$ cat src/hw/rtl/ted_pkg.sv
// Shared types, byte patterns and result codes of the text encoding detector.
package ted_pkg;

  localparam int unsigned ByteW = 8;
  localparam int unsigned EncW  = 3;

  typedef logic [ByteW-1:0] byte_t;
  typedef logic [EncW-1:0]  enc_t;

  // Result codes
  localparam enc_t ENC_UTF8_BOM = 3'd0;
  localparam enc_t ENC_UTF16_LE = 3'd1;
  localparam enc_t ENC_UTF16_BE = 3'd2;
  localparam enc_t ENC_UTF8     = 3'd3;
  localparam enc_t ENC_GBK      = 3'd4;

  // Byte order marks
  localparam byte_t BOM8_B0  = 8'hEF;
  localparam byte_t BOM8_B1  = 8'hBB;
  localparam byte_t BOM8_B2  = 8'hBF;
  localparam byte_t BYTE_FF  = 8'hFF;
  localparam byte_t BYTE_FE  = 8'hFE;

  // UTF-8 structure patterns
  localparam byte_t ASCII_MAX  = 8'h7F;
  localparam byte_t MASK_2B    = 8'hE0;
  localparam byte_t LEAD_2B    = 8'hC0;
  localparam byte_t MASK_3B    = 8'hF0;
  localparam byte_t LEAD_3B    = 8'hE0;
  localparam byte_t MASK_4B    = 8'hF8;
  localparam byte_t LEAD_4B    = 8'hF0;
  localparam byte_t MASK_CONT  = 8'hC0;
  localparam byte_t CONT_TAG   = 8'h80;

  typedef struct packed {
    byte_t data_byte;
    logic  has_byte;
    logic  last_byte;
  } item_t;

  typedef struct packed {
    logic valid;
    enc_t code;
  } result_t;

endpackage

$ cat src/hw/rtl/ted_if.sv
// Valid/ready channel interfaces for byte input and encoding result.
interface ted_in_if import ted_pkg::*; ();
  logic  valid;
  logic  ready;
  byte_t data_byte;
  logic  has_byte;
  logic  last_byte;

  modport source (output valid, output data_byte, output has_byte, output last_byte,
                  input ready);
  modport sink   (input valid, input data_byte, input has_byte, input last_byte,
                  output ready);
endinterface

interface ted_out_if import ted_pkg::*; ();
  logic valid;
  logic ready;
  enc_t encoding_code;

  modport source (output valid, output encoding_code, input ready);
  modport sink   (input valid, input encoding_code, output ready);
endinterface

$ cat src/hw/rtl/ted_in_stage.sv
// Input register stage: captures one word per cycle from the input channel while the register is empty or advancing.
module ted_in_stage import ted_pkg::*; (
  input  logic      clk,
  input  logic      rst_n,
  ted_in_if.sink    in_ch,
  input  logic      adv,
  output logic      s1_valid,
  output item_t     s1_item
);

  logic  valid_r, valid_nxt;
  item_t item_r;
  logic  take;

  assign in_ch.ready = !valid_r || adv;
  assign take        = in_ch.valid && in_ch.ready;
  assign valid_nxt   = take ? 1'b1 : (adv ? 1'b0 : valid_r);

  always_ff @(posedge clk) begin
    if (!rst_n) begin
      valid_r <= 1'b0;
    end else begin
      valid_r <= valid_nxt;
    end
  end

  always_ff @(posedge clk) begin
    if (take) begin
      item_r <= '{data_byte: in_ch.data_byte, has_byte: in_ch.has_byte,
                  last_byte: in_ch.last_byte};
    end
  end

  assign s1_valid = valid_r;
  assign s1_item  = item_r;

endmodule

$ cat src/hw/rtl/ted_scan.sv
// Per-stream scan state: BOM match flags, UTF-8 structure check, classifier.
module ted_scan import ted_pkg::*; (
  input  logic    clk,
  input  logic    rst_n,
  input  logic    step,
  input  item_t   item,
  output result_t res
);

  logic [1:0] pos_r, pos_nxt, pos_t;
  logic       bom_r, bom_nxt, bom_t;
  logic       le_r, le_nxt, le_t;
  logic       be_r, be_nxt, be_t;
  logic [1:0] pend_r, pend_nxt, pend_t;
  logic       sv_r, sv_nxt, sv_t;
  byte_t      b;
  enc_t       code;

  assign b = item.data_byte;

  // State after taking this word's byte
  always_comb begin
    pos_t  = pos_r;
    bom_t  = bom_r;
    le_t   = le_r;
    be_t   = be_r;
    pend_t = pend_r;
    sv_t   = sv_r;
    if (item.has_byte) begin
      case (pos_r)
        2'd0: begin
          bom_t = bom_r && (b == BOM8_B0);
          le_t  = le_r  && (b == BYTE_FF);
          be_t  = be_r  && (b == BYTE_FE);
        end
        2'd1: begin
          bom_t = bom_r && (b == BOM8_B1);
          le_t  = le_r  && (b == BYTE_FE);
          be_t  = be_r  && (b == BYTE_FF);
        end
        2'd2: begin
          bom_t = bom_r && (b == BOM8_B2);
        end
        default: ;
      endcase
      if (pos_r != 2'd3) begin
        pos_t = pos_r + 2'd1;
      end
      if (pend_r != 2'd0) begin
        if ((b & MASK_CONT) != CONT_TAG) begin
          sv_t = 1'b0;
        end
        pend_t = pend_r - 2'd1;
      end else if (b <= ASCII_MAX) begin
        pend_t = 2'd0;
      end else if ((b & MASK_2B) == LEAD_2B) begin
        pend_t = 2'd1;
      end else if ((b & MASK_3B) == LEAD_3B) begin
        pend_t = 2'd2;
      end else if ((b & MASK_4B) == LEAD_4B) begin
        pend_t = 2'd3;
      end else begin
        sv_t = 1'b0;
      end
    end
  end

  // Classification, BOMs first in priority order
  always_comb begin
    if (pos_t == 2'd3 && bom_t) begin
      code = ENC_UTF8_BOM;
    end else if (pos_t >= 2'd2 && le_t) begin
      code = ENC_UTF16_LE;
    end else if (pos_t >= 2'd2 && be_t) begin
      code = ENC_UTF16_BE;
    end else if (sv_t && pend_t == 2'd0) begin
      code = ENC_UTF8;
    end else begin
      code = ENC_GBK;
    end
  end

  always_comb begin
    pos_nxt  = pos_r;
    bom_nxt  = bom_r;
    le_nxt   = le_r;
    be_nxt   = be_r;
    pend_nxt = pend_r;
    sv_nxt   = sv_r;
    if (step) begin
      if (item.last_byte) begin
        pos_nxt  = 2'd0;
        bom_nxt  = 1'b1;
        le_nxt   = 1'b1;
        be_nxt   = 1'b1;
        pend_nxt = 2'd0;
        sv_nxt   = 1'b1;
      end else begin
        pos_nxt  = pos_t;
        bom_nxt  = bom_t;
        le_nxt   = le_t;
        be_nxt   = be_t;
        pend_nxt = pend_t;
        sv_nxt   = sv_t;
      end
    end
  end

  always_ff @(posedge clk) begin
    if (!rst_n) begin
      pos_r  <= 2'd0;
      bom_r  <= 1'b1;
      le_r   <= 1'b1;
      be_r   <= 1'b1;
      pend_r <= 2'd0;
      sv_r   <= 1'b1;
    end else begin
      pos_r  <= pos_nxt;
      bom_r  <= bom_nxt;
      le_r   <= le_nxt;
      be_r   <= be_nxt;
      pend_r <= pend_nxt;
      sv_r   <= sv_nxt;
    end
  end

  assign res.valid = step && item.last_byte;
  assign res.code  = code;

  // End of stream leaves a fresh scan state
  a_clear_after_last: assert property (@(posedge clk) disable iff (!rst_n)
    step && item.last_byte |=> pos_r == 2'd0 && pend_r == 2'd0 && sv_r && bom_r)
    else $error("scan state not cleared after last word");

  // No byte seen yet means nothing can have been ruled out
  a_fresh_consistent: assert property (@(posedge clk) disable iff (!rst_n)
    pos_r == 2'd0 |-> bom_r && le_r && be_r && sv_r && pend_r == 2'd0)
    else $error("scan flags changed with no byte taken");

endmodule

$ cat src/hw/rtl/ted_out_stage.sv
// Result register: holds one encoding code until the receiver takes it.
module ted_out_stage import ted_pkg::*; (
  input  logic     clk,
  input  logic     rst_n,
  input  result_t  res,
  output logic     room,
  ted_out_if.source out_ch
);

  logic valid_r, valid_nxt;
  enc_t code_r;

  assign room = !valid_r || out_ch.ready;

  always_comb begin
    valid_nxt = valid_r;
    if (res.valid) begin
      valid_nxt = 1'b1;
    end else if (out_ch.ready) begin
      valid_nxt = 1'b0;
    end
  end

  always_ff @(posedge clk) begin
    if (!rst_n) begin
      valid_r <= 1'b0;
    end else begin
      valid_r <= valid_nxt;
    end
  end

  always_ff @(posedge clk) begin
    if (res.valid) begin
      code_r <= res.code;
    end
  end

  assign out_ch.valid         = valid_r;
  assign out_ch.encoding_code = code_r;

endmodule

$ cat src/hw/rtl/text_encoding_detector_core.sv
// Top level of the text encoding detector: input stage, scanner, result register.
//
// Usage: bytes of one text stream arrive as words on in_ch, one byte per word
// (data_byte valid when has_byte is 1), with last_byte set on the stream's
// final word. A word with has_byte = 0 and last_byte = 1 ends a stream (or
// marks an empty one); has_byte = 0 and last_byte = 0 is an idle word.
// Each stream yields exactly one word on out_ch: encoding_code 0 UTF-8 BOM,
// 1 UTF-16 LE, 2 UTF-16 BE, 3 UTF-8, 4 GBK. Scan state clears after it.
// Path: a last word accepted on in_ch first sits in the input register; the
// scan logic then loads the result register when that register has room.
// Throughput: one word per cycle while no last word waits for room; the per-byte update is a handful of gates
// between the input register and the scan/result registers.
// Stall: while the result register holds an untaken result, non-last words
// keep flowing; a last word waits in the input register, and in_ch.ready
// drops only when that register is also occupied.
// Reset (synchronous, rst_n low): channels empty, scan state fresh.
module text_encoding_detector_core import ted_pkg::*; (
  input  logic       clk,
  input  logic       rst_n,
  ted_in_if.sink     in_ch,
  ted_out_if.source  out_ch
);

  logic    s1_valid;
  item_t   s1_item;
  logic    room;
  logic    adv;
  result_t res;

  // Non-last words never need the result register
  assign adv = s1_valid && (!s1_item.last_byte || room);

  ted_in_stage u_in (
    .clk      (clk),
    .rst_n    (rst_n),
    .in_ch    (in_ch),
    .adv      (adv),
    .s1_valid (s1_valid),
    .s1_item  (s1_item)
  );

  ted_scan u_scan (
    .clk   (clk),
    .rst_n (rst_n),
    .step  (adv),
    .item  (s1_item),
    .res   (res)
  );

  ted_out_stage u_out (
    .clk    (clk),
    .rst_n  (rst_n),
    .res    (res),
    .room   (room),
    .out_ch (out_ch)
  );

  // A finished stream always lands in the result register
  a_last_lands: assert property (@(posedge clk) disable iff (!rst_n)
    adv && s1_item.last_byte |=> out_ch.valid)
    else $error("stream end produced no result");

  // An empty input register never backpressures
  a_ready_when_empty: assert property (@(posedge clk) disable iff (!rst_n)
    !s1_valid |-> in_ch.ready)
    else $error("input stalled with empty stage");

endmodule

$ cat src/flat_wrapper.sv
// flat-port wrapper written by rule: the top's interface ports become plain ports
module text_encoding_detector_core_flat import ted_pkg::*;
  (clk, rst_n, in_ch_valid, in_ch_data_byte, in_ch_has_byte, in_ch_last_byte, in_ch_ready, out_ch_valid, out_ch_encoding_code, out_ch_ready);
  ted_in_if in_ch_i ();
  ted_out_if out_ch_i ();
  input  logic clk;
  input  logic rst_n;
  input wire logic [$bits(in_ch_i.valid)-1:0] in_ch_valid;
  input wire logic [$bits(in_ch_i.data_byte)-1:0] in_ch_data_byte;
  input wire logic [$bits(in_ch_i.has_byte)-1:0] in_ch_has_byte;
  input wire logic [$bits(in_ch_i.last_byte)-1:0] in_ch_last_byte;
  output wire logic [$bits(in_ch_i.ready)-1:0] in_ch_ready;
  output wire logic [$bits(out_ch_i.valid)-1:0] out_ch_valid;
  output wire logic [$bits(out_ch_i.encoding_code)-1:0] out_ch_encoding_code;
  input wire logic [$bits(out_ch_i.ready)-1:0] out_ch_ready;
  assign in_ch_i.valid = in_ch_valid;
  assign in_ch_i.data_byte = in_ch_data_byte;
  assign in_ch_i.has_byte = in_ch_has_byte;
  assign in_ch_i.last_byte = in_ch_last_byte;
  assign in_ch_ready = in_ch_i.ready;
  assign out_ch_valid = out_ch_i.valid;
  assign out_ch_encoding_code = out_ch_i.encoding_code;
  assign out_ch_i.ready = out_ch_ready;
  text_encoding_detector_core u_core (.clk(clk), .rst_n(rst_n), .in_ch(in_ch_i), .out_ch(out_ch_i));
endmodule
$ cat config.mk
export PLATFORM = sky130hd
export DESIGN_NAME = text_encoding_detector_core_flat
export DESIGN_NICKNAME = d
export VERILOG_FILES = /design/src/hw/rtl/ted_pkg.sv /design/src/hw/rtl/ted_if.sv /design/src/hw/rtl/ted_in_stage.sv /design/src/hw/rtl/ted_scan.sv /design/src/hw/rtl/ted_out_stage.sv /design/src/hw/rtl/text_encoding_detector_core.sv /design/src/flat_wrapper.sv
export SDC_FILE = /design/constraint.sdc
export NUM_CORES = 1
export LEC_CHECK = 0
export ABC_AREA = 1
export BUFFER_PORTS_ARGS = -buffer_cell sky130_fd_sc_hd__buf_2
export CORE_AREA = 3 3 43 64
export DETAILED_ROUTE_END_ITERATION = 16
export DIE_AREA = 0 0 46 67
export PLACE_DENSITY = 0.8
export SLEW_MARGIN = 20
export SYNTH_ARGS = -nofsm -noshare
export SYNTH_HDL_FRONTEND = slang
export SYNTH_SLANG_ARGS = --single-unit
$ cat constraint.sdc
create_clock -name clk -period 2.1 [get_ports clk]
set_input_delay 0.42 -clock clk [delete_from_list [all_inputs] [get_ports clk]]
set_output_delay 0.42 -clock clk [all_outputs]
set_load 0.05 [all_outputs]
After elaboration in Yosys (flattened, before gate mapping). Cells that the tools add are included.

Register bits: 23. Latch bits: 0. Memory bits (writable): 0. ROM bits: 0. Output and inout port bits: 5. Memories: 0.

$add $sub $neg: 2. Multiply operators: 0. Divide/modulo/power cells: 0. Order comparisons: 2. Equal/unequal tests: 13. Shift-type cells: 0. Muxes and demuxes: 34. Bitwise operators: 0. Reductions and logical operators: 27.

Operators with widths (count): 8-bit equality test, second input constant (5); 2-bit 2-to-1 mux (11); 1-bit 2-to-1 mux (19); 1-bit logical AND (14); 8-bit by 7-bit <= comparator with 1-bit output, second input constant (1); 2-bit nonzero test (3); 5-bit equality test, second input constant (1); 2-bit equality test, second input constant (2); 4-bit equality test, second input constant (1); 2-bit zero test (2); 2-bit inequality test, second input constant (2); 1-bit one-hot mux with 2 select lines (2); 3-bit equality test, second input constant (1); 1-bit zero test (3); 1-bit logical OR (3); 3-bit 2-to-1 mux (1); 1-bit one-hot mux with 3 select lines (1); 3-bit OR reduction (1); 2-bit by 1-bit adder with 2-bit output, second input constant (1); 2-bit by 1-bit equality test with 1-bit output, second input constant (1); 2-bit >= comparator, second input constant (1); 2-bit OR reduction (1); 2-bit by 1-bit subtractor with 2-bit output, second input constant (1).

Longest topological paths before layout. Gate-level depths: netlist of run 1.

Depth after elaboration: 12. Mapped depth: 12. Gate-level depth less buffers: 12.

Cells and area by module. A second synthesis of run 1 with hierarchy kept.

Cell total of the unflattened synthesis: 158. Area, all modules: 1281.2 sq um.

By module, submodules not included: ted_scan (instances 1, cells an instance 129, area an instance 777.0 sq um, sequential area each 160.2 sq um); ted_in_stage (instances 1, cells an instance 17, area an instance 351.6 sq um, sequential area each 320.3 sq um); ted_out_stage (instances 1, cells an instance 9, area an instance 136.4 sq um, sequential area each 110.1 sq um); text_encoding_detector_core (instances 1, cells an instance 3, area an instance 16.3 sq um, sequential area each 0.0 sq um).

Worst setup path before layout of run 1. Ideal clock, no wire load.

Path type: reg-to-reg. Start point: register u_core.u_out.valid_r, in the netlist u_core.u_out.out_ch.valid. End point: register u_core.u_in.item_r, in the netlist u_core.u_in.s1_item[0], enable pin. Data arrival time: 1.648 ns. Slack: 0.167 ns. Cell stages (with the launch flop): 6. Path through: dfxtp_1 > inv_1 > nor2_1 > nand3_1 > nand2_1 > inv_1.

Word-level cells in the longest chain between the ends: 6.

Ends and longest elaborated chain: start, declared (line ted_out_stage.sv:10) `logic valid_r, valid_nxt;`; start signal, assigned (line ted_out_stage.sv:28) `valid_r <= valid_nxt;`; 1-bit zero test (line ted_out_stage.sv:13) `assign room = !valid_r || out_ch.ready;`; 1-bit logical OR (line ted_out_stage.sv:13); 1-bit logical OR (line text_encoding_detector_core.sv:31) `assign adv = s1_valid && (!s1_item.last_byte || room);`; 1-bit logical AND (line text_encoding_detector_core.sv:31); 1-bit logical OR (line ted_in_stage.sv:15) `assign in_ch.ready = !valid_r || adv;`; named net in_ch_ready (line flat_wrapper.sv:12) `output wire logic [$bits(in_ch_i.ready)-1:0] in_ch_ready;`; 1-bit logical AND (line ted_in_stage.sv:16) `assign take = in_ch.valid && in_ch.ready;`; named net u_core.u_in.take (line ted_in_stage.sv:13) `logic take;`; end signal, assigned (line ted_in_stage.sv:29) `item_r <= '{data_byte: in_ch.data_byte, has_byte: in_ch.has_byte,`; end, declared (line ted_in_stage.sv:12) `item_t item_r;`.

The timed path passes the listed nets, and every way through them passes these cells. A chain may end at the register's enable or synchronous reset.

Worst setup path in the final report of run 1.
Start point: register u_core.u_scan.pos_r[1]. End point: register u_core.u_out.code_r[1], in the netlist u_core.u_out.out_ch.encoding_code[1] (data pin).

Word-level cells in the longest chain between the ends: 6.

Ends and longest elaborated chain: start, declared (line ted_scan.sv:10) `logic [1:0] pos_r, pos_nxt, pos_t;`; start signal, assigned (line ted_scan.sv:118) `pos_r <= pos_nxt;`; 2-bit by 1-bit adder with 2-bit output / 2-bit inequality test (equally long branches) (line ted_scan.sv:47, ted_scan.sv:46); 2-bit 2-to-1 mux (line ted_scan.sv:46) `if (pos_r != 2'd3) begin`; 2-bit 2-to-1 mux (line ted_scan.sv:29) `if (item.has_byte) begin`; 2-bit >= comparator / 2-bit equality test (equally long branches) (line ted_scan.sv:72, ted_scan.sv:74, ted_scan.sv:70); 1-bit logical AND (on tied branches) (line ted_scan.sv:74, ted_scan.sv:70, ted_scan.sv:72); 2-bit 2-to-1 mux / 2-bit OR reduction (equally long branches); end signal, assigned (line ted_out_stage.sv:34) `code_r <= res.code;`; end, declared (line ted_out_stage.sv:11) `enc_t code_r;`.

Several ways; a longest one is shown, not always the timed one.

==> results of run 1 <==
-- where the power goes --
group          total (W)  switching [W]  internal (W)
combinational   0.000115      0.0000756     0.0000398
sequential      0.000515      0.0000162      0.000499
clock           0.000204       0.000130     0.0000743
total           0.000835       0.000222      0.000613
-- placed cells by master (no fill, tap or decap), types with 4 or more instances in the layout --
| cell type | Yosys | final |
|---|---|---|
| o21ai_0 | 7 | 7 |
| ha_1 | 4 | 4 |
| nand3_1 | 12 | 12 |
| nand2_1 | 40 | 40 |
| a21oi_1 | 11 | 11 |
| nor2_1 | 8 | 8 |
| buf_2 | 0 | 18 |
| inv_1 | 22 | 22 |
| edfxtp_1 | 13 | 13 |
| dfxtp_1 | 10 | 10 |
| nand2_2 | 6 | 6 |
-- metrics by stage --
| step | area, um2 | utilization | setup WS (ns) | total power, W | std cells |
|---|---|---|---|---|---|
| 6_report | 1340 | 0.591 | 0.422 | 0.000835 | 191 |
| 5_1_grt | 1340 | 0.591 | 0.222 | 0.000861 | 191 |
| 4_1_cts | 1340 | 0.591 | 0.435 | 0.000834 | 191 |
| 3_5_place_dp | 1310 | 0.580 | 0.456 | 0.000639 | 187 |
| 3_3_place_gp | 1310 | 0.580 | 0.518 | 0.000633 | 187 |
| 2_1_floorplan | 1190 | - | 0.167 | 0.000605 | 146 |
-- state kept, by name, summed over array words and instances, names as in the netlist --
| name | count |
|---|---|
| u_core.u_in.s1_item | 10 |
| u_core.u_out.out_ch.encoding_code | 3 |
| u_core.u_scan.sv_r | 1 |
| u_core.u_in.s1_valid | 1 |
| u_core.u_scan.bom_r | 1 |
| u_core.u_scan.pend_r | 2 |
| u_core.u_out.out_ch.valid | 1 |
| u_core.u_scan.pos_r | 2 |
| u_core.u_scan.be_r | 1 |
| u_core.u_scan.le_r | 1 |
-- cell type report --
cell class / count / area share
Sequential cell: 23 / 0.442
Clock buffer: 4 / 0.0197
Multi-Input combinational cell: 101 / 0.388
Inverter: 22 / 0.0618
Tap cell: 23 / 0.0215
Timing Repair Buffer: 18 / 0.0674
-- per-layer routing --
| layer | routed length, um | vias up |
|---|---|---|
| met2 | 1340 | 42 |
| met5 | 0 | - |
| li1 | - | 517 |
| met3 | 96 | 11 |
| met4 | 67 | 0 |
| met1 | 820 | 469 |
-- kinds of logic after synthesis --
family | after synthesis | share of synthesized area
flops | 23 | 0.496
simple gates | 76 | 0.292
buf+inv | 22 | 0.0693
xor+xnor | 1 | 0.00735
fa+ha+maj | 4 | 0.0420
compound gates | 20 | 0.0935
-- final timing paths --
kind                                                        endpoint  cells after the start                                start  slack [ns]
setup / recovery  u_core.u_out.out_ch.encoding_code[1]$_SDFFCE_PP0P_                      8  u_core.u_scan.pos_r[1]$_SDFFE_PN0P_        0.42
hold / removal                      u_core.u_in.s1_item[6]$_DFFE_PP_                      1                   in_ch_data_byte[4]        0.27
setup reg to reg  u_core.u_out.out_ch.encoding_code[1]$_SDFFCE_PP0P_                      8  u_core.u_scan.pos_r[1]$_SDFFE_PN0P_        0.42
hold reg to reg                      u_core.u_scan.be_r$_SDFFE_PN1P_                      2      u_core.u_scan.be_r$_SDFFE_PN1P_        0.48
==> out/results.ini, run 1 <==
[outcome]
status=completed

[sta]
timing.hold.ws_ns=0.271
hold_violations=0
worst_slew_pin_slew_ns=0.350
fin_tns_setup_ns=0
setup_violations=0
fmax_mhz=596
slew_viol_final=0
finalCriticalPeriod_ns=1.68
period_share=0.799
skew_ns=0.00210
rsz0062_at_grt=false
relSlewSlack=0.767

[route]
drt_wl_total_um=2330
routed_via_density=5.44
dr_total_vias=1039
wl_per_cell_um=12.2
drtPass1Iterations=4
drc=0
initialDrtViolationCount=57
ant_nets=0

[clocking]
ctsLongestPathBuffers=2
ctsHoldBuffers=0
cts_tree=built
post-cts-setup-buffers=0
clock-sinks=23
clock-root-buffer=clkbuf_4
postCtsResizedCells=0
cts_buffers=3
htreeDepth=1
cts.reportedPaths.clkPinSlew_ns=0.12
insertion_delay_ns=0.31

[setup_path]
critPathKind=reg -> reg
cp_common_cell=nand2_1
slowest_stage=dfxtp_1
slowest_delay_ns=0.42
cp_data_arrival_time_ns=1.76
critPathRequiredTime_ns=2.18
startpoint_type=register
path_cells=inv_1 > ha_1 > o21ai_0 > nand3_1 > nand2_1 > nand4_1 > nand2_1 > a21oi_1
end_kind=register
critPathBufInv=1
crit_family=flip-flops
critPathMaxFanout=4

[global_routing]
antenna_found_initial=0
grt.total_usage=0.175
overflow=0
use_met1=0.144
met3_usage=0.0351
grt_max_degree=13
grt_pass1_wl_um=3890
gr-usage-met2=0.353
gr-max-usage-layer=met2
grt_pass1_vias=1028

[synthesis]
synth.most_common_cell=nand2_1
yosysSeqAreaShare=0.496
synth_area_leaders=edfxtp_1 (33%), dfxtp_1 (17%), nand2_1 (13%)
netlist.area_leader.share=0.328
yosysTopAreaCell=edfxtp_1
syn-instance-count=146
synth-async-reset-ratio=0
syn_area_um2=1190
netlist_top_cells_count=nand2_1 (40), inv_1 (22), edfxtp_1 (13)
yosysWarnings=0
synth_cell_type_count=17
synth_enable_flop_cells=13
yosys_most_used_dff=edfxtp_1
ys_ff_latch=23
synth_nets=164
syn_avg_cell_area_um2=8.16

[flow_run]
drv_cap=0

[final_layout]
area_delta_synth_final_pct=12.2
fillers=196
multi_input_area_um2=518
layout-drive-gt1-share=0.202
regArea_um2=591
nets=187
n_antenna_cell=0

[die]
std_cell_rows=21
core_area_um2=2260
die_h_um=67
start_util=0.527
die_w_um=46
pin_count=19
die_area_um2=3080

[place]
place_hpwl_um=1860
numPortBuffers=18
globalplace.congestion=0.836

[power]
p_leak_nw=0.637
irDropWorstVdd_v=0.000505
power_density_nw_per_um2=625

[hold_path]
hold_class=in -> reg

No activity file was read; power rests on OpenSTA's default activity.
==> run 2: changes to the inputs <==
ABC_AREA = 0   (was 1)
CORE_AREA = 3 3 42 63   (was 3 3 43 64)
DIE_AREA = 0 0 45 66   (was 0 0 46 67)
PLACE_DENSITY = 0.81   (was 0.8)
clock period = 1.65 ns   (was 2.1 ns; I/O delays follow)
==> out/results.ini, run 2 <==
[die]
die_area_um2=2970
start_util=0.523
die_h_um=66
std_cell_rows=21
die_w_um=45
pin_count=19
core_area_um2=2210

[clocking]
cts.reportedPaths.clkPinSlew_ns=0.12
cts_buffers=3
htreeDepth=1
cts_tree=built
clock-sinks=23
ctsLongestPathBuffers=2
insertion_delay_ns=0.31
clock-root-buffer=clkbuf_4

[synthesis]
yosysWarnings=0
ys_ff_latch=23
synth-xor-area-share=0.0152
yosysTopAreaCell=edfxtp_1
synth_fa_ha_area_frac=0.0434
syn_avg_cell_area_um2=10.5
synth_area_leaders=edfxtp_1 (34%), dfxtp_1 (17%), ha_1 (4.3%)
yosys_most_used_dff=edfxtp_1
netlist_top_cells_count=edfxtp_1 (13), dfxtp_1 (10), nand2_1 (9), nor2_1 (9)
synth.most_common_cell=edfxtp_1
syn-instance-count=110
synth_nets=128
synthSimpleGateAreaFrac=0.197
yosysSeqAreaShare=0.512
synth_enable_flop_cells=13
syn_area_um2=1150
synth_cell_type_count=34
synth_top_family_by_area=compound AO/OA/AOI/OAI gates
synth_compound_area_frac=0.200
synth.mux.area_fraction=0
synth-async-reset-ratio=0
netlist.area_leader.share=0.338

[hold_path]
hold_class=in -> reg
min_from=in_ch_data_byte[2]

[setup_path]
startpoint_type=register
critPathMaxFanout=3
path_cells=inv_2 > ha_4 > or3b_4 > a2111oi_4 > o211ai_2 > nand2b_1 > o31ai_1
critPathBufInv=1
slowest_stage=or3b_4
cp_data_arrival_time_ns=2.05
critPathRequiredTime_ns=1.72
end_kind=register
slowest_delay_ns=0.40
critPathKind=reg -> reg
worstReg2RegStart=u_core.u_scan.pos_r[1]$_SDFFE_PN0P_
crit_family=compound AO/OA/AOI/OAI gates
critPathLaunch=u_core.u_scan.pos_r[1]$_SDFFE_PN0P_

[sta]
worst_slew_pin_slew_ns=0.360
finalCriticalPeriod_ns=1.98
relSlewSlack=0.759
fmax_mhz=505
period_share=1.20
slew_viol_final=0
rsz0062_at_grt=true
fin_tns_setup_ns=-0.963
setup_slack_ns=-0.330
skew_ns=0.00638
setup_violations=3
hold_violations=0

[final_layout]
area_delta_synth_final_pct=27.1
layout-drive-gt1-share=0.388
n_antenna_cell=0
nets=166
final_common_cell=buf_2
largest_reg_flops=10
stdcell_count=170
final_cell_mix=buf_2 (18), buf_4 (15), edfxtp_1 (13)
stdcell_area_um2=1470
fillers=186
regArea_um2=593
multi_input_area_um2=566

[place]
post-place-cells=165
dpl_cell_area_um2=1410
numPortBuffers=18
place_hpwl_um=1860
globalplace.congestion=0.909

[route]
initialDrtViolationCount=29
drc=0
ant_nets=0
routed_via_density=5.71
drtPass1Iterations=4
dr_total_vias=970
wl_per_cell_um=13.9
drt_wl_total_um=2360

[power]
irDropWorstVdd_v=0.000605
p_leak_nw=0.594
power_density_nw_per_um2=733

[outcome]
violations=negative setup slack
status=finished, violations left

[global_routing]
grt_max_degree=13
antenna_found_initial=0
grt_pass1_vias=967
grt_pass1_wl_um=4020
overflow=0
grt.total_usage=0.182

[flow_run]
drv_cap=0

## run 2: what timing repair did
action,in CTS,in global routing
setup endpoints to repair,3,6
cloned,0,0
hold buffers,0,0
pin swaps,0,2
setup buffers,1,0
gates resized for setup,0,6
## run 2: area by class of cell
class,instances,share of cell area
sequential,23,0.404
multi-input combinational,78,0.386
timing repair buffer,34,0.152
inverter,8,0.0205
tap,23,0.0196
clock buffer,4,0.0179
## run 2: final timing paths
kind | depth (start not counted) | to | slack, ns
worst min register to register | 2 | u_core.u_scan.le_r$_SDFFE_PN1P_ | 0.48
worst min-delay path | 1 | u_core.u_in.s1_item[4]$_DFFE_PP_ | 0.18
worst max register to register | 7 | u_core.u_out.out_ch.encoding_code[0]$_SDFFCE_PP0P_ | -0.33
worst max-delay path | 7 | u_core.u_out.out_ch.encoding_code[0]$_SDFFCE_PP0P_ | -0.33
## run 2: through the flow
step                      utilization  hold slack, ns  worst slack [ns]  power, W
final                           0.664           0.182            -0.330   0.00107
after CTS                       0.655           0.174            -0.327   0.00108
after floorplan                     -           0.429            -0.214  0.000756
after detailed placement        0.639           0.460            -0.303  0.000825
after global routing            0.664           0.165            -0.403   0.00112
after global placement          0.639           0.458            -0.236  0.000818
## run 2: cells by family (layout without fill, tap and decap cells)
family / count (synthesis) / in the layout
buf+inv: 9 / 46
flops: 23 / 23
fa+ha+maj: 4 / 4
xor+xnor: 2 / 2
compound gates: 30 / 30
simple gates: 42 / 42
## run 2: worst reg2reg max path: stages, from the launching register on
cell and delay (ns):
dfxtp_2 0.35, inv_2 0.05, ha_4 0.23, or3b_4 0.40, a2111oi_4 0.38, o211ai_2 0.17, nand2b_1 0.10, o31ai_1 0.06
## run 2: metal layers
| metal | wire, um | global-route usage |
|---|---|---|
| met4 | 82 | 0.0952 |
| met5 | 0 | 0 |
| met3 | 83 | 0.0272 |
| met2 | 1280 | 0.319 |
| met1 | 918 | 0.202 |
## run 2: power breakdown
part,total [W],switching (W),internal [W],leakage (nW)
logic,0.000163,0.0000842,0.0000788,0.372
registers,0.000655,0.0000212,0.000634,0.207
clock network,0.000256,0.000162,0.0000945,0.0150
total,0.00107,0.000267,0.000808,0.594
